**config.mk**
```make
export PLATFORM = sky130hd
export DESIGN_NAME = tgq_cell
export DESIGN_NICKNAME = d
export VERILOG_FILES = /design/src/hw/rtl/tgq_pkg.sv /design/src/hw/rtl/tgq_cell.sv
export SDC_FILE = /design/constraint.sdc
export NUM_CORES = 1
export LEC_CHECK = 0
export BUFFER_PORTS_ARGS = -buffer_cell sky130_fd_sc_hd__buf_4
export CORE_MARGIN = 10
export CORE_UTILIZATION = 34
export CTS_BUF_LIST = sky130_fd_sc_hd__clkbuf_16
export CTS_CLUSTER_SIZE = 14
export DETAILED_ROUTE_END_ITERATION = 12
export PLACE_DENSITY_LB_ADDON = 0.25
export SYNTH_ARGS = -nofsm -noshare
export SYNTH_HDL_FRONTEND = slang
export SYNTH_SLANG_ARGS = --single-unit
```
**constraint.sdc**
```tcl
create_clock -name clk -period 2.52 [get_ports clk]
set_clock_uncertainty 0.15 [all_clocks]
set_input_delay 0.252 -clock clk [delete_from_list [all_inputs] [get_ports clk]]
set_output_delay 0.252 -clock clk [all_outputs]
set_load 0.02 [all_outputs]
```
**src/hw/rtl/tgq_pkg.sv**
```systemverilog
// shared types and constants of the team grouped queue
package tgq_pkg;

  localparam int NUM_TEAMS = 16;
  localparam int CAPACITY  = 256;
  localparam int ELEM_BITS = 16;
  localparam int TEAM_BITS = $clog2(NUM_TEAMS);
  localparam int CNT_BITS  = $clog2(CAPACITY + 1);
  localparam int TCNT_BITS = $clog2(NUM_TEAMS + 1);

  localparam logic FUNC_ENQ = 1'b0;
  localparam logic FUNC_DEQ = 1'b1;

  localparam logic [1:0] STATUS_OK    = 2'd0;
  localparam logic [1:0] STATUS_EMPTY = 2'd1;
  localparam logic [1:0] STATUS_FULL  = 2'd2;

  typedef logic [TEAM_BITS-1:0] team_t;
  typedef logic [ELEM_BITS-1:0] elem_t;

  // one queue slot
  typedef struct packed {
    logic  valid;
    team_t team;
    elem_t value;
  } cell_t;

  // broadcast to every cell
  typedef struct packed {
    logic                 enq;
    logic                 deq;
    team_t                team;
    elem_t                value;
    logic [NUM_TEAMS-1:0] behind;
  } cell_ctrl_t;

  // commands to the team bookkeeping
  typedef struct packed {
    logic  enq;
    logic  deq_last;
    team_t enq_team;
    team_t head_team;
  } team_cmd_t;

  // boundary seen by the first cell: occupied, never moves
  localparam cell_t EDGE_CELL = '{valid: 1'b1, team: '0, value: '0};

endpackage

```
**src/hw/rtl/tgq_cell.sv**
```systemverilog
// one slot of the queue chain: moves right on insert, left on removal
module tgq_cell (
  input  logic               clk,
  input  logic               rst,
  input  tgq_pkg::cell_ctrl_t ctrl,
  input  tgq_pkg::cell_t     left,
  input  logic               left_shift,
  input  tgq_pkg::cell_t     right,
  output tgq_pkg::cell_t     cur,
  output logic               shift
);
  import tgq_pkg::*;

  cell_t cur_next;
  logic  insert;

  // occupied slots whose team sits behind the target team make room
  assign shift  = ctrl.enq & cur.valid & ctrl.behind[cur.team];
  // new element lands at the boundary between staying and moving slots
  assign insert = ctrl.enq & (shift | ~cur.valid) & left.valid & ~left_shift;

  always_comb begin
    cur_next = cur;
    if (ctrl.deq) begin
      cur_next = right;
    end else if (insert) begin
      cur_next.valid = 1'b1;
      cur_next.team  = ctrl.team;
      cur_next.value = ctrl.value;
    end else if (left_shift) begin
      // neighbor steps back into this slot, including the first free one
      cur_next = left;
    end
  end

  always_ff @(posedge clk) begin
    cur.team  <= cur_next.team;
    cur.value <= cur_next.value;
    if (rst) begin
      cur.valid <= 1'b0;
    end else begin
      cur.valid <= cur_next.valid;
    end
  end
endmodule

```
* Word-level counts from Yosys, hierarchy flattened
Cells that the tools add are included.
** Operators by class
- Order comparisons :: 1
- Mux-type cells :: 5
- Bitwise operators :: 8
- Reduce and logical (&&, ||, !) cells :: 1
** Operator list (number)
- 21-bit two-way mux :: 3
- 1-bit bitwise AND :: 5
- 4-bit by 5-bit < comparator with 1-bit output, second input constant :: 1
- 1-bit binary-select mux with 4-bit select :: 1
- 3-bit nonzero test :: 1
- 1-bit inverter :: 2
- 1-bit two-way mux :: 1
- 1-bit OR :: 1
** Word-level totals
- Flip-flop bits (word level) :: 21
- Input port bits :: 83
- Output and inout bits :: 22
- Word-level logic and storage cells :: 18

* Longest topological paths before layout
Gate-level depths: netlist of the first run.
- Depth in word-level cells :: 9
- Mapped depth :: 7
- Gate-level depth less buffers :: 5

* Worst setup path before layout of the first run
OpenSTA, ideal clock, no wires.
- Kind :: register to register
- From :: reg cur[17] (netlist bit)
- To :: reg cur[0] (netlist bit), enable pin
- Library setup time :: 399 ps
- Data arrival time :: 2056 ps
- Required time :: 1971 ps
- Slack :: -85 ps
- Cell stages (with the launch flop) :: 8
- Path buffers :: 2
- Clock period less this slack :: 2605 ps
- Path through :: edfxtp_1 > buf_4 > mux2i_1 > a22oi_1 > a211o_1 > a31oi_1 > buf_2 > nand2b_1
** On the way
- Longest elaborated chain between the ends :: 8
** Ends and longest elaborated chain
- start, declared :: RTL line tgq_cell.sv:9 : output tgq_pkg::cell_t cur,
- 1-bit binary-select mux with 4-bit select :: RTL line tgq_cell.sv:18 : assign shift = ctrl.enq & cur.valid & ctrl.behind[cur.team];
- 1-bit two-way mux (implied by the code) :: RTL line tgq_cell.sv:18
- 1-bit bitwise AND :: RTL line tgq_cell.sv:18
- 1-bit OR :: RTL line tgq_cell.sv:20 : assign insert = ctrl.enq & (shift | ~cur.valid) & left.valid & ~left_shift;
- 1-bit bitwise AND (3 in series) :: RTL line tgq_cell.sv:20
- 3-bit nonzero test (no line)
Every way passes these cells. The select of a mux whose other input is x is not followed.
A chain may end at the register's enable or synchronous reset.

==> results_dict.tcl, run 1 <==
set metrics [dict create \
    synth_top_cell_area_share_pct 49.03 \
    cp.required_ps 2370 \
    cts_buffers 3 \
    vias 1267 \
    coreArea_um2 3416 \
    drt_iter0_drc 37 \
    syn_inst 100 \
    holdCritStartpoint "right[20]" \
    largest_register "cur" \
    die_w_um 80.02 \
    setup_tns_ps 0 \
    syn_area_um2 1225 \
    hold_depth 3 \
    start_util_pct 35.86 \
    fmax_ghz 0.4252 \
    min_to "cur[20]" \
    critical_path_class "flip-flop to flip-flop" \
    status "finished clean" \
    dp_cells 244 \
    worst_pin_slew_ps 488.3 \
    synth_warnings 0 \
    cts_buffer_depth 2 \
    cts-root-buf "clkbuf_16" \
    area_growth_pct 75.08 \
    post-route-period-util_pct 93.32 \
    clkTransAtPathRegs_ps 60 \
    drive_above_1_share_pct 55.34 \
    io_pins 105 \
    htree_levels 1 \
    period_minus_slack_ps 2352 \
    leakage_nw 1.007 \
    top_regs "cur x21" \
    crit_fanout 20 \
    overflow 0 \
    layout_commonest_cell "buf_4" \
    finalHoldWorstSlack_ps 85.67 \
    track_usage_pct 12.83 \
    relSlewSlack_pct 67.45 \
    hp-class "input pin to flip-flop" \
    ys_seq_elements 21 \
    yosysSeqAreaShare_pct 50.66 \
    rr_worst_depth 6 \
    rows 21 \
    hold_violations 0 \
    viasPerCell 5.028 \
    drt_drc_violations_left 0 \
    nets 290 \
    die_area_um2 6403 \
    clk_latency_ps 250 \
    dr.pass1.iters 4 \
    wl_per_cell_um 17.60 \
    synth.distinct_cells 22 \
    reg2reg_slack_ps 170 \
    synth_area_leader_cell "edfxtp_1" \
    clkSinkCount 21 \
    tritoncts "built" \
    final_cell_mix "buf_4, and2_1, a221o_1, edfxtp_1, mux2i_1" \
    syn-mean-instance-area_um2 12.25 \
    crit_path_start_kind "flip-flop" \
    grt_pass1_vias 1402 \
    final_cells 252 \
    rsz0062_at_grt "false" \
    power_w 0.001089 \
    critPathArrivalTime_ps 2200 \
    die_h_um 80.02 \
    antenna_left 0 \
    power_density_nw_per_um2 507.9 \
    ir_drop_uv 263.1 \
    synth_nets 183 \
    maxSlewViolCount 0 \
    grt_start_max_net_pins 24 \
    largest_register_ffs 21 \
    grt_pass1_wl_mm 6.534 \
    synth_area_leaders "edfxtp_1, a221o_1, and2_1" \
    setup_viol 0 \
    wl_mm 4.435 \
    antenna_cells 0 \
    rr_endpoint "cur[4]" \
    io_buffers 104 \
    antenna_found_initial 0 \
    r2r-start "cur[17]" \
    gp_congestion 0.8226 \
    maxCapViolations 0 \
    dp_hpwl_mm 3.682 \
    crit_path_end_kind "flip-flop" \
]
through the flow:
step,utilization (%),cell area (um^2),setup slack (ps)
2_1_floorplan,-,1227,124.2
5_1_grt,62.78,2145,80.09
3_5_place_dp,59.49,2032,-94.83
6_report,62.78,2145,168.4
3_3_place_gp,59.49,2032,21.39
4_1_cts,62.75,2143,58.44
synth_stat cells:
cell type / number
nand2b_1: 1
dfxtp_1: 1
nor2b_1: 2
nand3_1: 2
mux2i_1: 9
and3b_1: 1
o21ai_0: 2
and4b_1: 1
nor2_1: 2
a221o_1: 20
a22oi_1: 4
a21oi_1: 1
buf_4: 1
a211o_1: 2
inv_1: 2
buf_6: 2
nand2_1: 1
edfxtp_1: 20
a31oi_1: 1
clkbuf_1: 2
and2_1: 21
buf_2: 2
layout make-up:
type | count | area [um^2]
inverters | 2 | 7.507
well taps | 46 | 57.56
clock inverters | 1 | 3.754
repair buffers | 109 | 820.8
fillers | 292 | 1271
multi-input cells | 70 | 559.3
clock buffers | 3 | 75.07
flip-flops and latches | 21 | 620.6
worst max-delay path, stage by stage (launching register included):
cell,delay (ps)
edfxtp_1,410
buf_4,190
mux2i_1,150
a22oi_1,130
a211o_1,330
and4b_2,380
a221o_1,350
power by group:
part | total [W] | internal [W] | switching (W) | leakage (nW)
clock | 0.000326 | 0.000211 | 0.000115 | 0.0423
combinational | 0.000322 | 0.000183 | 0.000138 | 0.747
sequential | 0.000442 | 0.000426 | 0.0000154 | 0.217
total | 0.00109 | 0.000821 | 0.000268 | 1.01
routing by layer:
layer	global-route usage, %	vias to the layer above	part of all wire, %
met5	0	-	0
met4	4.754	0	0.97
met3	6.081	5	11
met1	11.86	574	34
met2	23.76	71	54
li1	-	617	-
what timing repair did:
item                                   4_1_cts  5_1_grt
endpoints found under the hold margin        1        0
resized for setup                            0        1
hold buffers                                 1        0
setup endpoints to repair                   20       20
buffers inserted                             3        0
how the worst max path moves through the flow:
stage / from / end / cells after the start
finish: cur[17] / cur[4] / 6
global route: cur[17] / cur[4] / 6
CTS: cur[17] / cur[4] / 6
detailed placement: cur[17] / cur[9] / 5
global placement: cur[17] / cur[17] / 5
floorplan: cur[17] / cur[0] / 7
logic make-up (layout without fill, tap and decap cells):
kind of cell	Yosys count	count (layout)	synth area share, %
muxes	9	9	7.355
and+or+nand+nor	31	31	15.53
DFF	21	21	50.66
buffers and inverters	9	115	4.495
AOI/OAI and AO/OA	30	30	21.96
(Power assumes the default switching activity.)
==> run 2, diff against run 1 <==
--- a/config.mk
+++ b/config.mk
@@ -8,6 +8,6 @@
 export BUFFER_PORTS_ARGS = -buffer_cell sky130_fd_sc_hd__buf_4
 export CORE_MARGIN = 10
-export CORE_UTILIZATION = 34
-export CTS_BUF_LIST = sky130_fd_sc_hd__clkbuf_16
+export CORE_UTILIZATION = 35
+export CTS_BUF_LIST = sky130_fd_sc_hd__clkbuf_8
 export CTS_CLUSTER_SIZE = 14
 export DETAILED_ROUTE_END_ITERATION = 12
==> constraint.sdc (replaced) <==
create_clock -name clk -period 2.52 [get_ports clk]
set_clock_uncertainty 0.15 [all_clocks]
set_input_delay 0.504 -clock clk [delete_from_list [all_inputs] [get_ports clk]]
set_output_delay 0.504 -clock clk [all_outputs]
set_load 0.02 [all_outputs]
==> results_dict.tcl, run 2 (synthesized netlist as in run 1, its figures left out) <==
set metrics [dict create \
    period_minus_slack_ps 2345 \
    nets 287 \
    cts_buffers 3 \
    hp-class "input pin to flip-flop" \
    holdCritStartpoint "rst" \
    final_cell_mix "buf_4, and2_1, a221o_1, edfxtp_1, mux2i_1" \
    power_density_nw_per_um2 462.3 \
    setup_viol 0 \
    viasPerCell 4.896 \
    dr.pass1.iters 4 \
    track_usage_pct 12.72 \
    area_growth_pct 71.30 \
    grt_pass1_wl_mm 6.306 \
    final_cells 249 \
    overflow 0 \
    crit_path_start_kind "flip-flop" \
    worstPathCellList "buf_12 -> mux2i_1 -> a22oi_1 -> a211o_1 -> and4b_2 -> a221o_1" \
    final_area_um2 2098 \
    pwr-share-seq_pct 45.4 \
    die_h_um 79.16 \
    met1_length_mm 1.388 \
    route.met3.wl_um 471 \
    wl_met2_mm 2.285 \
    critical_path_class "flip-flop to flip-flop" \
    wl_per_cell_um 17.26 \
    place_area_um2 2032 \
    cts-root-buf "clkbuf_8" \
    maxCapViolations 0 \
    antenna_found_initial 0 \
    drt_drc_violations_left 0 \
    largest_register "cur" \
    clkTransAtPathRegs_ps 80 \
    dp_cells 244 \
    wl_mm 4.298 \
    slowest_stage "edfxtp_1" \
    p_comb_share_pct 32.6 \
    relSlewSlack_pct 66.81 \
    die_w_um 79.16 \
    rsz0062_at_grt "false" \
    postLayoutCoreUtil_pct 62.39 \
    crit_fanout 20 \
    io_pins 105 \
    critPathArrivalTime_ps 2200 \
    finalHoldWorstSlack_ps 244.7 \
    fmax_ghz 0.4264 \
    reg2reg_slack_ps 170 \
    rows 21 \
    largest_register_ffs 21 \
    maxSlewViolCount 0 \
    vias 1219 \
    crit_path_end_kind "flip-flop" \
    pwr-share-clk_pct 22.0 \
    cts_buffer_depth 2 \
    clk_latency_ps 250 \
    rr_worst_depth 6 \
    coreArea_um2 3363 \
    ir_drop_uv 224.4 \
    grt_pass1_vias 1310 \
    power_switching_share_pct 26.18 \
    tritoncts "built" \
    switchingPower_w 0.0002539 \
    grt_start_max_net_pins 24 \
    min_to "cur[20]" \
    cp.required_ps 2370 \
    rr_endpoint "cur[4]" \
    fillers 296 \
    dp_hpwl_mm 3.641 \
    crit_path_max_incr_delay_ps 420 \
    highest_layer "met4" \
    worst_pin_slew_ps 497.8 \
    die_area_um2 6266 \
    post-route-period-util_pct 93.07 \
    leakage_nw 0.9819 \
    gp_congestion 0.7845 \
    r2r-start "cur[17]" \
    htree_levels 1 \
    hold_violations 0 \
    start_util_pct 36.42 \
    hold_depth 2 \
    io_buffers 104 \
    drt_iter0_drc 56 \
    power_w 0.0009700 \
    clkSinkCount 21 \
    status "finished clean" \
    drive_above_1_share_pct 55.17 \
    cp_top_family "compound AO/OA/AOI/OAI gates" \
    antenna_cells 0 \
    layout_commonest_cell "buf_4" \
    critical_path_buf_inv_count 1 \
    antenna_left 0 \
    p_int_w 0.0007161 \
    top_regs "cur x21" \
]
## run 2: routing by layer
metal  vias to the layer above  GRT usage [%]
met1                       538          10.63
met3                        10          6.757
met2                        63          23.98
met4                         0          5.914
met5                         -              0
li1                        608              -
## run 2: power by group through the flow
stage | Sequential, W | Clock [W] | Combinational (W)
2_1_floorplan | 0.000493 | 0 | 0.0000991
3_3_place_gp | 0.000451 | 0 | 0.000302
3_5_place_dp | 0.000453 | 0 | 0.000309
4_1_cts | 0.000441 | 0.000218 | 0.000321
5_1_grt | 0.000446 | 0.000234 | 0.000342
6_report | 0.000440 | 0.000213 | 0.000317
## run 2: worst max path at each step
stage | from | slack, ps | end | depth (start not counted)
3_5_place_dp | cur[17] | -70 | cur[4] | 5
4_1_cts | cur[17] | 60 | cur[4] | 6
6_report | cur[17] | 170 | cur[4] | 6
3_3_place_gp | cur[17] | 20 | cur[17] | 5
2_1_floorplan | cur[17] | 120 | cur[0] | 7
5_1_grt | cur[17] | 70 | cur[4] | 6
## run 2: what timing repair did
item                                   4_1_cts  5_1_grt
hold buffers                                 0        0
endpoints found under the hold margin        0        0
setup buffers                                1        0
setup endpoints to repair                   20       20
resized for setup                            0        1
## run 2: per-stage QoR
stage / setup WS [ps] / setup TNS [ps]
4_1_cts: 63.42 / 0
2_1_floorplan: 124.2 / 0
5_1_grt: 73.06 / 0
3_5_place_dp: -70.31 / -945.6
6_report: 174.6 / 0
3_3_place_gp: 23.46 / 0
## run 2: cell type report
class / count / area (um^2) / area share [%]
Clock buffer: 3 / 41.29 / 1.968
Clock inverter: 1 / 3.754 / 0.1789
Inverter: 2 / 7.507 / 0.3578
Multi-Input combinational cell: 70 / 559.3 / 26.65
Sequential cell: 21 / 620.6 / 29.58
Tap cell: 46 / 57.56 / 2.743
Timing Repair Buffer: 106 / 808.3 / 38.52
## run 2: worst reg2reg max path: stages (launching register included)
cell      delay [ps]
edfxtp_1         420
buf_12           170
mux2i_1          160
a22oi_1          130
a211o_1          330
and4b_2          390
a221o_1          360
==> run 3, diff against run 2 <==
Settings changed: GPL_TIMING_DRIVEN set to 0.
==> results_dict.tcl, run 3 (synthesized netlist as in run 1, its figures left out) <==
set metrics [dict create \
    status "finished clean" \
    cts_buffer_depth 2 \
    rsz0062_at_grt "false" \
    slowest_stage "edfxtp_1" \
    overflow 0 \
    path_common_cell "buf_4" \
    dp_hpwl_mm 3.675 \
    power_density_nw_per_um2 458.8 \
    period_minus_slack_ps 2369 \
    wl_per_cell_um 16.83 \
    post-route-period-util_pct 94.02 \
    fmax_ghz 0.4220 \
    rows 21 \
    place_area_um2 2066 \
    io_pins 105 \
    critical_path_class "flip-flop to flip-flop" \
    drive_above_1_share_pct 54.33 \
    die_w_um 79.16 \
    hold_violations 0 \
    postLayoutCoreUtil_pct 62.98 \
    clkTransAtPathRegs_ps 80 \
    hold_buffers 0 \
    ir_drop_uv 293.5 \
    setup_slack_ps 150.6 \
    crit_fanout 20 \
    tritoncts "built" \
    grt_pass1_wl_mm 6.479 \
    clk_latency_ps 250 \
    relSlewSlack_pct 75.44 \
    nets 292 \
    cts_buffers 3 \
    die_h_um 79.16 \
    coreArea_um2 3363 \
    hp-class "input pin to flip-flop" \
    area_growth_pct 72.93 \
    cp.required_ps 2340 \
    maxSlewViolCount 0 \
    crit_path_end_kind "flip-flop" \
    die_area_um2 6266 \
    gp_congestion 0.7713 \
    fillers 300 \
    multi_input_area_um2 556.8 \
    worst_pin_slew_ps 368.4 \
    power_w 0.0009719 \
    crit_path_max_incr_delay_ps 350 \
    maxCapViolations 0 \
    crit_path_start_kind "flip-flop" \
    setup_tns_ps 0 \
    io_buffers 104 \
    grt_pass1_vias 1406 \
    track_usage_pct 12.77 \
    layout_commonest_cell "buf_4" \
    vias 1256 \
    leakage_nw 1.002 \
    final_cell_mix "buf_4, and2_1, a221o_1, edfxtp_1, mux2i_1" \
    dr.pass1.iters 4 \
    clkSinkCount 21 \
    viasPerCell 4.945 \
    htree_levels 1 \
    antenna_cells 0 \
    wl_mm 4.274 \
    final_area_um2 2118 \
    largest_register_ffs 21 \
    drt_drc_violations_left 0 \
    drt_iter0_drc 33 \
    largest_register "cur" \
    antenna_found_initial 0 \
    start_util_pct 36.42 \
    setup_viol 0 \
    detailedPlace.worstSlack_ps -116.4 \
    cts-root-buf "clkbuf_8" \
    antenna_left 0 \
    worstPathCellList "buf_4 -> mux2i_1 -> a22oi_1 -> a211o_1 -> a31oi_1 -> buf_4 -> nand2b_4" \
    critPathArrivalTime_ps 2180 \
    seq_area_um2 620.6 \
    top_regs "cur x21" \
    grt_start_max_net_pins 21 \
]
[run 3: layout make-up]
cell class,instances,area share (%)
multi-input cells,70,26.28
clock buffers,3,1.949
flip-flops and latches,21,29.30
inverters,2,0.3544
clock inverters,1,0.1772
plain buffers,7,2.363
repair buffers,104,36.86
well taps,46,2.717
[run 3: through the flow]
stage / instances / hold slack [ps]
floorplan: 100 / 426.4
global placement: 250 / 515.2
detailed placement: 250 / 520.2
CTS: 254 / 246.8
global route: 254 / 235.5
finish: 254 / 246.2
[run 3: final timing paths]
kind / start / end / slack (ps) / cells after the start
max: cur[17] / cur[9] / 150 / 7
min: rst / cur[20] / 250 / 2
min reg2reg: cur[20] / cur[20] / 580 / 4
max reg2reg: cur[17] / cur[9] / 150 / 7
[run 3: critical path: cells and delay by family (launching register included)]
family | cells | cell delay [ps]
mux | 1 | 220
flops | 1 | 350
simple gates | 1 | 200
buf+inv | 2 | 430
compound gates | 3 | 710
[run 3: what timing repair did]
action                                  CTS  global route
endpoints found under the setup margin   20            20
cloned                                    0             0
buffers inserted                          0             0
gates resized for setup                   1             2
[run 3: where the power goes]
| group | switching (W) | total (W) | internal, W |
|---|---|---|---|
| Clock | 0.000106 | 0.000215 | 0.000108 |
| Sequential | 0.0000135 | 0.000439 | 0.000425 |
| Combinational | 0.000137 | 0.000319 | 0.000182 |
[run 3: per-layer routing]
metal | GRT usage (%) | routed length [um] | vias to the layer above
met5 | 0 | 0 | -
met4 | 4.122 | 63 | 0
met3 | 6.869 | 496 | 6
met2 | 24.14 | 2321 | 62
met1 | 11.24 | 1393 | 569
li1 | - | - | 619
