==> src/hw/rtl/tgq_pkg.sv <==
// shared types and constants of the team grouped queue
package tgq_pkg;

  localparam int NUM_TEAMS = 16;
  localparam int CAPACITY  = 256;
  localparam int ELEM_BITS = 16;
  localparam int TEAM_BITS = $clog2(NUM_TEAMS);
  localparam int CNT_BITS  = $clog2(CAPACITY + 1);
  localparam int TCNT_BITS = $clog2(NUM_TEAMS + 1);

  localparam logic FUNC_ENQ = 1'b0;
  localparam logic FUNC_DEQ = 1'b1;

  localparam logic [1:0] STATUS_OK    = 2'd0;
  localparam logic [1:0] STATUS_EMPTY = 2'd1;
  localparam logic [1:0] STATUS_FULL  = 2'd2;

  typedef logic [TEAM_BITS-1:0] team_t;
  typedef logic [ELEM_BITS-1:0] elem_t;

  // one queue slot
  typedef struct packed {
    logic  valid;
    team_t team;
    elem_t value;
  } cell_t;

  // broadcast to every cell
  typedef struct packed {
    logic                 enq;
    logic                 deq;
    team_t                team;
    elem_t                value;
    logic [NUM_TEAMS-1:0] behind;
  } cell_ctrl_t;

  // commands to the team bookkeeping
  typedef struct packed {
    logic  enq;
    logic  deq_last;
    team_t enq_team;
    team_t head_team;
  } team_cmd_t;

  // boundary seen by the first cell: occupied, never moves
  localparam cell_t EDGE_CELL = '{valid: 1'b1, team: '0, value: '0};

endpackage

==> src/hw/rtl/tgq_team_ctrl.sv <==
// per-team presence and order of the team groups in the queue
module tgq_team_ctrl (
  input  logic                          clk,
  input  logic                          rst,
  input  tgq_pkg::team_cmd_t            cmd,
  output logic [tgq_pkg::NUM_TEAMS-1:0] behind
);
  import tgq_pkg::*;

  logic [NUM_TEAMS-1:0] present;
  team_t                slot [NUM_TEAMS];
  team_t                start;
  logic [TCNT_BITS-1:0] team_count;
  team_t                rank [NUM_TEAMS];
  team_t                rank_t;

  assign rank_t = team_t'(slot[cmd.enq_team] - start);

  always_comb begin
    for (int k = 0; k < NUM_TEAMS; k++) begin
      rank[k]   = team_t'(slot[k] - start);
      behind[k] = present[k] & present[cmd.enq_team] & (rank[k] > rank_t);
    end
  end

  // slot positions need no reset, presence guards them
  always_ff @(posedge clk) begin
    if (cmd.enq && !present[cmd.enq_team]) begin
      slot[cmd.enq_team] <= team_t'(start + team_count[TEAM_BITS-1:0]);
    end
  end

  always_ff @(posedge clk) begin
    if (rst) begin
      present    <= '0;
      start      <= '0;
      team_count <= '0;
    end else if (cmd.enq && !present[cmd.enq_team]) begin
      present[cmd.enq_team] <= 1'b1;
      team_count            <= team_count + TCNT_BITS'(1);
    end else if (cmd.deq_last) begin
      present[cmd.head_team] <= 1'b0;
      start                  <= start + team_t'(1);
      team_count             <= team_count - TCNT_BITS'(1);
    end
  end
endmodule

==> config.mk <==
export PLATFORM = sky130hd
export DESIGN_NAME = tgq_team_ctrl
export DESIGN_NICKNAME = d
export VERILOG_FILES = /design/src/hw/rtl/tgq_pkg.sv /design/src/hw/rtl/tgq_team_ctrl.sv
export SDC_FILE = /design/constraint.sdc
export NUM_CORES = 1
export LEC_CHECK = 0
export ABC_AREA = 1
export BUFFER_PORTS_ARGS = -buffer_cell sky130_fd_sc_hd__buf_2
export CAP_MARGIN = 20
export CORE_MARGIN = 2
export CORE_UTILIZATION = 45
export CTS_CLUSTER_DIAMETER = 50
export CTS_CLUSTER_SIZE = 20
export DETAILED_ROUTE_END_ITERATION = 6
export GPL_TIMING_DRIVEN = 1
export SLEW_MARGIN = 20
export SYNTH_ARGS = -nofsm -noshare
export SYNTH_HDL_FRONTEND = slang
export SYNTH_SLANG_ARGS = --single-unit
==> constraint.sdc <==
create_clock -name clk -period 5.96 [get_ports clk]
set_input_delay 0.894 -clock clk [delete_from_list [all_inputs] [get_ports clk]]
set_output_delay 0.894 -clock clk [all_outputs]
set_load 0.03 [all_outputs]
# Yosys cells after proc, flatten, opt, wreduce, memory -nomap -nowiden
# Memory sizes are Yosys's and may differ from the RTL's.
# Cells that the tools add are included.
[word_totals] rom_bits=0 ramBits=64 memories=1 inputBits=12 out_inout_bits=16 register_bits=25 latch_bits=0 elab_cells=99
[op_classes] shift=0 multipliers=0 add_sub_neg=21 n_reduce_logical=6 mux=12 eq_ne=0 n_div=0 magnitude_cmp=20 bitwise_logic=36
[memory_table] name="slot" words=16 width=4 read_ports=17 rd_clocked_by_memory_dff=0 write_ports=1 line_no="tgq_team_ctrl.sv:11" text="team_t slot [NUM_TEAMS];"
[op_table] operator="subtractor 4 bit" n=17
[op_table] operator="greater-than comparator 4 bit" n=16
[op_table] operator="AND 1 bit" n=32
[op_table] operator="two-way mux 16 bit" n=2
[op_table] operator="AND 16 bit" n=1
[op_table] operator="inverter 16 bit" n=1
[op_table] operator="bitwise OR 16 bit" n=1
[op_table] operator="less-than comparator 4 x 5 -> 1 bit (second input constant)" n=2
[op_table] operator="two-way mux 5 bit" n=2
[op_table] operator="demux 1 bit (select 4 bit)" n=2
[op_table] operator=">= comparator 4 x 1 -> 1 bit (second input constant)" n=2
[op_table] operator="adder 5 x 1 -> 5 bit (second input constant)" n=1
[op_table] operator="two-way mux 1 bit" n=5
[op_table] operator="subtractor 5 x 1 -> 5 bit (second input constant)" n=1
[op_table] operator="adder 4 x 1 -> 4 bit (second input constant)" n=1
[op_table] operator="adder 4 bit" n=1
[op_table] operator="binary-select mux 1 bit (select 4 bit)" n=1
[op_table] operator="logical AND 1 bit" n=3
[op_table] operator="AND reduction 2 bit" n=1
[op_table] operator="nonzero test 2 bit" n=1
[op_table] operator="zero test 1 bit" n=1
[op_table] operator="inverter 1 bit" n=1

# Logic depth before layout (Yosys ltp)
# Gate-level depths: netlist of the first run.
[depth] depth_word=8 mapped_depth=20 depth_no_buf=18

# Worst setup path before layout of the first run
# Ideal clock, no wire load.
[synth_path] kind="input to output" startpoint="in cmd[5] in the netlist's numbering" endpoint="out behind[8] in the netlist's numbering" n_path_buf=3 t_arrival_ns=4.593 slack_ns=0.473 cell_stages=17 t_required_ns=5.066 path_cell_list="buf_2 nor2_1 buf_2 buf_1 a22oi_1 nand2_1 nand2_1 nand4_1 ha_1 a21oi_1 nand2_1 xor2_1 xor2_1 ha_1 nand3_1 o21ai_0 nor3_1"
[synth_via] elab_chain_cells=4 elab_cells_between_ends=7 classes_between="add/sub (1); order compare (1); mux (2); bitwise (2); memory (1)"
[synth_rtl] element="start: declaration" line_no="tgq_team_ctrl.sv:5" text="input tgq_pkg::team_cmd_t cmd,"
[synth_rtl] element="memory read (16 x 4 bit) / binary-select mux 1 bit (select 4 bit) (equally long branches)"
[synth_rtl] element="subtractor 4 bit / two-way mux 1 bit (equally long branches)" line_no="tgq_team_ctrl.sv:17, tgq_team_ctrl.sv:22"
[synth_rtl] element="greater-than comparator 4 bit / AND 1 bit (equally long branches)" line_no="tgq_team_ctrl.sv:22" text="behind[k] = present[k] & present[cmd.enq_team] & (rank[k] > rank_t);"
[synth_rtl] element="AND 1 bit *" line_no="tgq_team_ctrl.sv:22"
[synth_rtl] element="end: declaration" line_no="tgq_team_ctrl.sv:6" text="output logic [tgq_pkg::NUM_TEAMS-1:0] behind"
# Every way passes the cells marked *; elsewhere a longest branch is shown, timed or not. The select of a mux whose other input is x is not followed.

# Worst setup path in the final report of the first run
[layout_path] startpoint="in cmd[4] in the netlist's numbering" endpoint="out behind[6] in the netlist's numbering"
# Same word-level chain as after synthesis.

==> results list, run 1 <==
- Lkg Pwr: 0.00323 µW
* Clock Tree Root: clkbuf_16
- Overall routed net length: 18.1 mm
- Adding up every negative setup slack in the final design gives 0 ns.
- Sequential fraction of design power: 40.0%
- Layout filler cell count: 1,391
- Dividing total power by cell area gives a power density of 234 nW/µm².
- Setup violations remaining at the end of the flow were counted as 0.
* Wire length of the first global-routing pass: 28.9 mm
- The max-slew violation count came to 0.
* CTS tree: built
* Remaining antenna violation count: 0
- Ranked by total cell area, the synthesized netlist is headed by edfxtp_1 (27%), ha_1 (19%), nand2_1 (7.5%).
- Start point of the worst hold path: team_count[2]
* Synth Flop Type: edfxtp_1
- Reg2Reg Depth: 17
- Worst ir drop on vdd: 0.156 mV
- The first detailed-routing pass took 5 iterations.
- Total of cells resized after clock tree synthesis: 0
- Iter 0 DRT Violations: 314
- Area of the multi-input gates: 4230 µm²
* Mean number of vias per cell: 5.55
- Number of primary I/O pins: 28
- The setup check on the worst reg-to-reg path leaves a slack of 2.62 ns.
- Combinational cells account for 31.9% of the total power.
- The flow ran to the end, and the final reports show no timing, DRC or antenna violations.
- Registers take 2400 µm².
- GRT Util Overall: 22.9%
- Final routed DRC violation total: 0
- At the later pin of the worst-skew pair, clock insertion delay measures 0.34 ns.
- Number of standard-cell rows in the floorplan: 45
- Among all cell types in the netlist, the one instantiated most often is nand2_1.
* Detailed placement HPWL: 13.7 mm
- CTS saw 88 sinks.
* RR Startpoint: present[12]
* Warnings, synthesis: 0
- The floorplan step defined a die boundary enclosing 16,600 µm².
- Async set-or-reset flop fraction in the synthesized netlist: 0%
* Critical path launch point type: input pin
* CTS buffer count: 9
- RSZ-0062 raised after global routing: no
- Mean instance size in the synthesized netlist: 9.04 µm²
* Number of nets in the layout: 942
* Via count of the first global-routing pass: 5,486
- Global routing finished with a remaining overflow of 0.
* Worst min-delay path category: reg -> reg
- The number of antenna diodes in the final layout is 0.
* Clock power frac: 28.1%
- In this run the number of H-tree levels came out at 3.
- Number of buffers added on ports: 27
- Synthesis produced a netlist with a net count of 912.
* Signal arrival time at the worst endpoint: 4.58 ns
- Cell depth of the worst min-delay path: 2
* Initial Util: 46.2%
- The worst setup path is of the in -> out kind.
- Worst endpoint required time: 5.07 ns
* Shortest period the worst path allows: 5.48 ns
- Of the post-synthesis cell area, the dominant cell type holds 27.4%.
- edfxtp_1 takes more of the synthesized area than any other cell.
- Switching power: 596 µW
- Slew headroom: 38.1%
- Switching part of the total power: 33.3%
- Entering global routing, the biggest net connects 25 pins.
- Counting flops and latches in the post-synthesis netlist gives 88.
* Int Pwr: 1200 µW
- The clock passes through at most 2 buffers.
- Number of endpoints with negative hold slack in the final report: 0
- The synthesized design contains 64 enable-type register cells.
- Across the run, the number of max-cap violations was 0.
* Kind of end point of the critical path: primary output
- Counting distinct cell types in the post-synthesis netlist gives 30.
* Fraction of final layout cells with drive strength greater than 1: 9.26%
- Critical register-to-register path endpoint: team_count[3]
* Initial antenna violation count: 0
- The path with the worst hold slack has its endpoint at team_count[2].
- Post-synthesis instance total: 776
- Routability congestion estimate: 0.903
* Core footprint: 15,200 µm²
- In the final routed layout, each cell accounts on average for 18.1 µm.
- Most used standard cells in the synthesized netlist: nand2_1 (140), ha_1 (105), inv_1 (79), a21oi_1 (64), edfxtp_1 (64)
- Die W: 129 µm
- Number of hold buffers added after CTS: 0
- Cell area after synthesis: 7020 µm²
- Post-synthesis to final-layout area growth: 9.04%
- Post-CTS timing repair inserted 0 buffers for setup.
- The detailed router placed 5,542 vias in this run.
* Biggest fanout along the worst timing path: 15
* Setup clock skew after layout: 0.00751 ns
* Worst-path clk slew: 0.06 ns
- At the pin with the least slew margin, the transition time is 0.923 ns.
- Final total power: 1790 µW
- Timing would allow up to 0.183 GHz.
* Sequential area share after synthesis: 34.2%
- After layout, the worst path uses 91.9% of the clock period.
* Die boundary height: 129 µm
per-stage QoR:
stage          instance area, µm²  hold slack, ns  setup slack, ns  util [%]  cells
2_1_floorplan                7020           0.454            0.473         -    776
3_3_place_gp                 7390           0.486            0.636      48.6    983
3_5_place_dp                 7390           0.481            0.526      48.6    983
4_1_cts                      7650           0.490            0.512      50.3    998
5_1_grt                      7650           0.527            0.187      50.3    998
6_report                     7650           0.489            0.485      50.3    998
placed cells by master, fill, tap and decap left out, drive strengths merged:
cell	instances
nor2	65
a21o	2
nand2	141
xnor2	20
clkbuf	11
a31oi	1
nand3	37
buf	38
inv	82
edfxtp	64
xor2	38
nor3	9
fa	19
o221ai	16
nand4	2
ha	105
o21ai	36
clkinv	3
or2	4
a22oi	28
dfxtp	24
a21oi	65
power by group through the flow:
stage	combinational, µW	clock [µW]	sequential, µW
floorplan	400	0	725
global placement	533	0	730
CTS	574	511	717
global route	660	536	718
detailed placement	572	0	730
finish	571	504	717
critical path: stages:
cell and delay (ns):
buf_2 0.17, inv_2 0.18, nor2_1 0.14, buf_4 0.22, a22oi_1 0.26, o221ai_1 0.17, nand2_1 0.08, nand3_1 0.07
a21oi_1 0.14, ha_1 0.16, inv_1 0.05, fa_1 0.41, xnor2_2 0.59, buf_4 0.30, o21ai_0 0.14, a21oi_1 0.15
o221ai_1 0.12, nor2_1 0.09, buf_2 0.20
final cells by class:
cell class,count,area share (%)
clock buffers,11,3.17
clock inverters,4,0.262
inverters,81,3.97
multi-input cells,588,55.3
flip-flops and latches,88,31.4
well taps,188,3.07
repair buffers,38,2.85
sequential cells by signal (all words and copies together) (netlist names):
register and cells:
team_count 4, start 4, present 16, slot 64
metal layers:
metal	routed length [µm]	share of wire [%]	global-route usage, %	vias up
li1	-	-	-	2740
met1	8010	44	29.9	2648
met2	8850	49	39.7	137
met3	992	5.5	4.20	17
met4	230	1.3	4.99	0
met5	0	0	0	-
cell families (layout without fill, tap and decap cells):
logic type      count (synthesis)  after routing  synth area share, %
simple gates                  258            258                 15.9
flops                          88             88                 34.2
fa+ha+maj                     124            124                 24.1
buf+inv                       100            134                 5.92
compound gates                148            148                 12.6
xor+xnor                       58             58                 7.24
worst max-delay path by stage:
stage	start	endpoint
2_1_floorplan	cmd[5]	behind[8]
3_3_place_gp	cmd[4]	behind[15]
3_5_place_dp	cmd[4]	behind[6]
4_1_cts	cmd[4]	behind[6]
5_1_grt	cmd[4]	behind[11]
6_report	cmd[4]	behind[6]
Note: power is estimated with default switching activity, not from simulation.
==> run 2, diff against run 1 <==
Settings changed: CELL_PAD_IN_SITES_DETAIL_PLACEMENT from default to 1, CELL_PAD_IN_SITES_GLOBAL_PLACEMENT from default to 2, CORE_UTILIZATION 45 to 40, PLACE_DENSITY_LB_ADDON from default to 0.1.
==> run 2 against run 1 <==
  * Combinational power increased by 7.0%
  * Count of clock-buffer cells in the layout shrank 1
  * First-iteration DRC count fell by 2.5%
  * Critical endpoint is now behind[8]
  * Largest power group unchanged
==> results list, run 2 (synthesis results as in run 1) <==
* Run status: finished clean
- Once placement finished, the instance area stood at 7450 µm².
- For the worst setup path, the data required time is 5.07 ns.
- Worst min-delay path category: reg -> reg
- Setup violations remaining at the end of the flow were counted as 0.
* Initial Util: 40.7%
- The first global-routing pass estimated 34.1 mm of wire.
* Detailed placement HPWL: 16.5 mm
- Via count of the first global-routing pass: 6,208
- The region available for standard cell placement spans 17,200 µm².
- For this run, the detailed router's first-pass iteration total came to 4.
* RSZ-0062 raised after global routing: no
- The worst hold path begins at team_count[2].
- For this run, the total global-route usage over all layers was measured as 24.7%.
- Remaining antenna violation count: 0
- The largest individual stage delay along the critical path comes from the cell fa_1.
- Critical path class: in -> out
* Setup clock skew after layout: 0.00666 ns
* Kind of end point of the critical path: primary output
- Critical Path Max Stage Delay: 0.54 ns
* Number of endpoints with negative hold slack in the final report: 0
- Mean number of vias per cell: 5.53
* Max frequency: 0.174 GHz
* CTS buffer count: 9
- The tree is rooted in a clkbuf_16.
* Die outline area: 18,600 µm²
- Most common library cell in the layout ignoring fill and taps: nand2_1
* Worst ir drop on vdd: 0.219 mV
- Biggest fanout along the worst timing path: 16
- Vias after detailed routing: 5,745
* Sum of negative setup slack: 0 ns
- Walking the worst path, the cells encountered are buf_2, inv_2, nor2_1, buf_4, a22oi_1, o221ai_1, nand2_1, nand3_1, a21oi_1, ha_1, inv_1, fa_1, clkinvlp_4, ha_1, a21oi_1, nor2_1, nor3_1, nor3_1, buf_2.
* Largest registers ranked by flip-flop count: slot x64, present x16
- During I/O placement, the number of pins put on the boundary was 28.
- Slew headroom: 28.2%
* CTS tree: built
- In this run, the number of DRC markers left after iteration 0 of detailed routing was 306.
- Lkg Pwr: 0.00327 µW
- The number of setup buffers added after CTS is 0.
- The max-slew violation count is 0.
* Shortest period the worst path allows: 5.75 ns
- Post-detailed-route wirelength per cell: 21.2 µm
* Number of nets in the layout: 944
- Initial antenna violation count: 0
- Buffers placed on the I/O ports in this run total 27.
- The startpoint identified for the worst register-to-register timing path is present[7].
* Final routed DRC violation total: 0
* Remaining global-route overflow: 0
* Fraction of final layout cells with drive strength greater than 1: 9.72%
- More flip-flops sit in one register than any other, and that register is slot.
- Maximum clock insertion buffer count: 2
- Clock Sink Count: 88
- The number of antenna diodes in the final layout is 0.
* Routability congestion estimate: 0.883
* Worst-path clk slew: 0.06 ns
* Critical path launch point type: input pin
- Overall routed net length: 22.0 mm
* Die W: 136 µm
* Number of violations of the max-capacitance limit: 0
* Clock network latency to the later pin of the worst-skew pair: 0.34 ns
* H-tree levels: 3
- Number of standard-cell rows in the floorplan: 48
* Pin count of the biggest net entering global routing: 35
- Crit path from: cmd[4]
- On the critical path the largest part of the delay comes from buffers and inverters.
* Leading cell types in the layout, fill and taps excluded: nand2_1 (140), ha_1 (105), inv_1 (77)
- Signal arrival time at the worst endpoint: 4.85 ns
* Final Cycle Share: 96.4%
- Bufs and invs on worst path: 6
- Post-synthesis to final-layout area growth: 11.0%
- The filler cells instantiated in the layout total 2,008.
- The register with the most flip-flops in the layout has 64 of them.
- Pwr dens: 253 nW/µm²
- Slew at the pin with the worst max-slew slack: 1.07 ns
- After routing the design area is 7790 µm².
- Measured along the y axis, the die boundary spans 136 µm.
run 2: changes by cell type in the layout (fill, tap and decap cells not counted):
| cell | delta |
|---|---|
| clkinvlp_4 | +1 |
| clkinv_2 | -1 |
| bufinv_16 | +3 |
| inv_4 | -1 |
| clkinv_4 | +1 |
| clkbuf_8 | -1 |
| inv_1 | -1 |
| buf_4 | +2 |
run 2: worst paths after layout:
kind | end | slack (ns) | cells after the start
hold reg to reg | team_count[2] | 0.53 | 2
setup reg to reg | present[5] | 3.01 | 14
hold / removal | team_count[2] | 0.53 | 2
setup / recovery | behind[8] | 0.21 | 19
run 2: worst min-delay path: cells and delay by family, from the launching register on:
family | cells | cell delay, ns
AND/OR/NAND/NOR | 1 | 0.08
AO/OA/AOI/OAI | 1 | 0.05
flip-flops | 1 | 0.34
run 2: routing by layer:
layer | GRT usage [%] | share of wire [%] | vias to the layer above
met5 | 0 | 0 | -
met4 | 4.69 | 1.3 | 0
met3 | 3.73 | 3.8 | 20
met2 | 44.4 | 50 | 109
met1 | 31.6 | 45 | 2869
li1 | - | - | 2747
run 2: area by class of cell:
cell class / instances / area (µm²) / share of cell area [%]
multi-input combinational: 588 / 4230 / 54.3
sequential: 88 / 2400 / 30.8
inverter: 81 / 308 / 3.95
tap: 225 / 282 / 3.61
timing repair buffer: 40 / 233 / 2.99
clock buffer: 10 / 229 / 2.94
clock inverter: 6 / 108 / 1.38
run 2: stage by stage:
stage	setup WS, ns	total power (µW)	hold slack [ns]	util, %	instances
after floorplan	0.473	1130	0.454	-	776
after global placement	0.345	1290	0.495	43.2	1022
after detailed placement	0.196	1350	0.529	43.2	1022
after CTS	0.182	1980	0.541	45.2	1038
after global routing	0.0152	2090	0.549	45.2	1038
final	0.212	1970	0.529	45.2	1038
run 2: power by group:
group          internal (µW)  switching [µW]
clock network            408             233
registers                701            16.8
logic                    208             403
total                   1320             653
run 2: what timing repair did:
action,4_1_cts,5_1_grt
gates resized for setup,0,1
endpoints found under the setup margin,0,3
hold buffers,0,0
==> run 3, diff against run 2 <==
Settings changed: CORE_UTILIZATION 40 to 35.
==> run 3 against run 2 <==
  * Cell count up 4.2%
  * Die area up 14%
  * Clock power down 14%
  * Wire length up 1.9%
  * Count of clock-buffer cells in the layout up 5
  * Global-route usage down 3.1 points
  * Register-to-register slack worse by 0.23 ns
  * Critical path depth up 2
  * Sequential power about the same
  * Via count down 1.4%
  * Critical path type unchanged
  * Critical endpoint is now behind[2]
==> results list, run 3 (synthesis results as in run 1) <==
- The max-slew violation count came to 0.
- Post-synthesis to final-layout area growth: 11.7%
- Leaving out fill and tap cells, the most frequent cell in the layout is nand2_1.
* Slowest cell on crit path: xor2_2
* H-tree levels: 3
- Once detail routing completed, the nets flagged for antenna violations numbered 0.
- Critical Path Max Stage Delay: 0.36 ns
- RR Startpoint: present[7]
- Final Cell Area: 7840 µm²
- The number of antenna violations at the first check in global routing was 0.
- FF/Latch Area: 2400 µm²
* Die W: 146 µm
* Cell occurring most often along the worst timing path: nand2_1
- Setup clock skew after layout: 0.00638 ns
* Via count of the first global-routing pass: 6,200
- Final routed DRC violation total: 0
* Detailed placement HPWL: 16.9 mm
- Ranked by flip-flop count, first place goes to slot.
- Fraction of final layout cells with drive strength greater than 1: 9.67%
- Worst reg2reg setup slack: 2.78 ns
* RSZ-0062 raised after global routing: no
- Leading cell types in the layout, fill and taps excluded: nand2_1 (140), ha_1 (105), inv_1 (77)
- Worst ir drop on vdd: 0.140 mV
- Signal arrival time at the worst endpoint: 4.76 ns
- Area of the multi-input gates: 4240 µm²
* Post-detailed-route wirelength per cell: 20.7 µm
- For this run, the total global-route usage over all layers was measured as 21.6%.
- Core footprint: 19,600 µm²
- Of all nets on the critical path, the largest fanout is 12.
* Slew at the pin with the worst max-slew slack: 1.01 ns
- Mean number of vias per cell: 5.23
- Number of endpoints with negative hold slack in the final report: 0
* Final cell utilization of the core: 40.0%
- Iter 0 DRT Violations: 267
- In this run the worst setup path begins at cmd[4].
- Remaining global-route overflow: 0
- Clock Tree Root: clkbuf_16
- The floorplan step defined a die boundary enclosing 21,200 µm².
- Routability congestion estimate: 0.860
- For this design, the CTS-stage hold fixing added 0 buffers.
- Setup violations remaining at the end of the flow were counted as 0.
- Run status: finished clean
* Switching part of the total power: 34.1%
- Initial Util: 35.8%
- The detailed router placed 5,662 vias in this run.
* CTS buffer count: 9
* Pin count of the biggest net entering global routing: 33
* Number of standard-cell rows in the floorplan: 51
- CTS tree: built
- Antenna Diode Count: 0
- Input and output buffers added on the ports amount to 27.
- Walking the worst path, the cells encountered are buf_2, inv_2, nand2_1, clkinvlp_4, buf_4, a22oi_1, nand2_1, nand2_1, nand4_1, ha_1, nand3_1, nand2_1, xor2_1, xor2_2, buf_12, ha_1, o21ai_0, a21oi_1, o221ai_1, nor2_1, buf_2.
- The net count of the finished layout is 948.
* Int Pwr: 1240 µW
- Counting the fill cells in the layout gives 2,308.
- Die boundary height: 146 µm
- After routing, the total negative slack on setup checks comes to 0 ns.
- Shortest period the worst path allows: 5.66 ns
- Worst min-delay path category: reg -> reg
- Reg2Reg Depth: 18
- Clock network latency to the later pin of the worst-skew pair: 0.34 ns
- The worst path uses 94.9% of the clock period.
* Critical register-to-register path endpoint: team_count[3]
- Number of primary I/O pins: 28
- Kind of end point of the critical path: primary output
- Critical path class: in -> out
* Pwr dens: 241 nW/µm²
- Summed over all cells, the static leakage comes to 0.00326 µW.
- Sequential fraction of design power: 38.0%
- Combinational logic is responsible for 32.7% of the overall power.
- Max frequency: 0.177 GHz
* Last element of the critical path: behind[2]
- The placed instances occupy a cell area of 7500 µm².
* Worst-path clk slew: 0.06 ns
- Counting along the longest clock path gives a buffer depth of 2.
- The final layout contains routed wiring with a total length of 22.4 mm.
- Clock power frac: 29.3%
* Switching power: 644 µW
* Critical path launch point type: input pin
* Hold_ws: 0.503 ns
- Worst endpoint required time: 5.07 ns
- The pre-antenna-repair detailed-routing pass consisted of 4 iterations.
* Slew headroom: 32.4%
- Clock Sink Count: 88
- The largest registers in the layout are slot x64, present x16.
- The first global-routing pass estimated 35.2 mm of wire.
* Max FFs per register: 64
* Number of violations of the max-capacitance limit: 0
==> run 3: cell types whose count changed in the layout (fill, tap and decap cells not counted), sizes merged <==
cell and delta:
clkbuf +5, buf +4, clkinv -3, bufinv -2
==> run 3: worst min path at each step <==
| stage | start | end | cells past startpoint |
|---|---|---|---|
| final | team_count[2] | team_count[2] | 2 |
| after detailed placement | team_count[2] | team_count[2] | 2 |
| after CTS | team_count[2] | team_count[2] | 2 |
| after global placement | team_count[2] | team_count[2] | 2 |
| after floorplan | team_count[2] | team_count[2] | 2 |
| after global routing | team_count[0] | team_count[0] | 1 |
==> run 3: area by class of cell <==
cell class / count / area share, %
Clock buffer: 15 / 3.16
Tap cell: 265 / 4.23
Timing Repair Buffer: 44 / 3.51
Sequential cell: 88 / 30.7
Inverter: 81 / 3.93
Clock inverter: 1 / 0.383
Multi-Input combinational cell: 588 / 54.1
==> run 3: repair_timing <==
action,CTS,global route
endpoints found under the hold margin,0,0
setup buffers,0,5
setup endpoints to repair,0,4
resized for setup,0,1
==> run 3: metal layers <==
layer,GRT usage [%],part of all wire [%],vias to the layer above,wire (µm)
li1,-,-,2754,-
met1,28.8,48,2813,10700
met2,37.8,49,69,11000
met3,2.07,1.9,26,417
met4,5.10,1.5,0,330
met5,0,0,-,0
==> run 3: stage by stage <==
| step | power, µW | cells | worst slack (ns) |
|---|---|---|---|
| after CTS | 1900 | 1077 | 0.333 |
| after detailed placement | 1350 | 1061 | 0.351 |
| final | 1890 | 1082 | 0.303 |
| after floorplan | 1130 | 776 | 0.473 |
| after global routing | 2020 | 1082 | 0.00619 |
| after global placement | 1300 | 1061 | 0.644 |
==> run 3: power by group through the flow <==
stage | clock network [µW] | registers [µW] | logic, µW
floorplan | 0 | 725 | 400
detailed placement | 0 | 732 | 619
CTS | 558 | 718 | 622
finish | 552 | 718 | 618
global placement | 0 | 731 | 572
global route | 586 | 720 | 713
==> run 3: worst max-delay path, delay by kind of cell <==
kind / cells / cell delay, ns
AND/OR/NAND/NOR: 7 / 0.80
AO/OA/AOI/OAI: 4 / 0.51
adder cells (fa/ha/maj): 2 / 0.55
XOR/XNOR: 2 / 0.70
buffers and inverters: 6 / 1.28
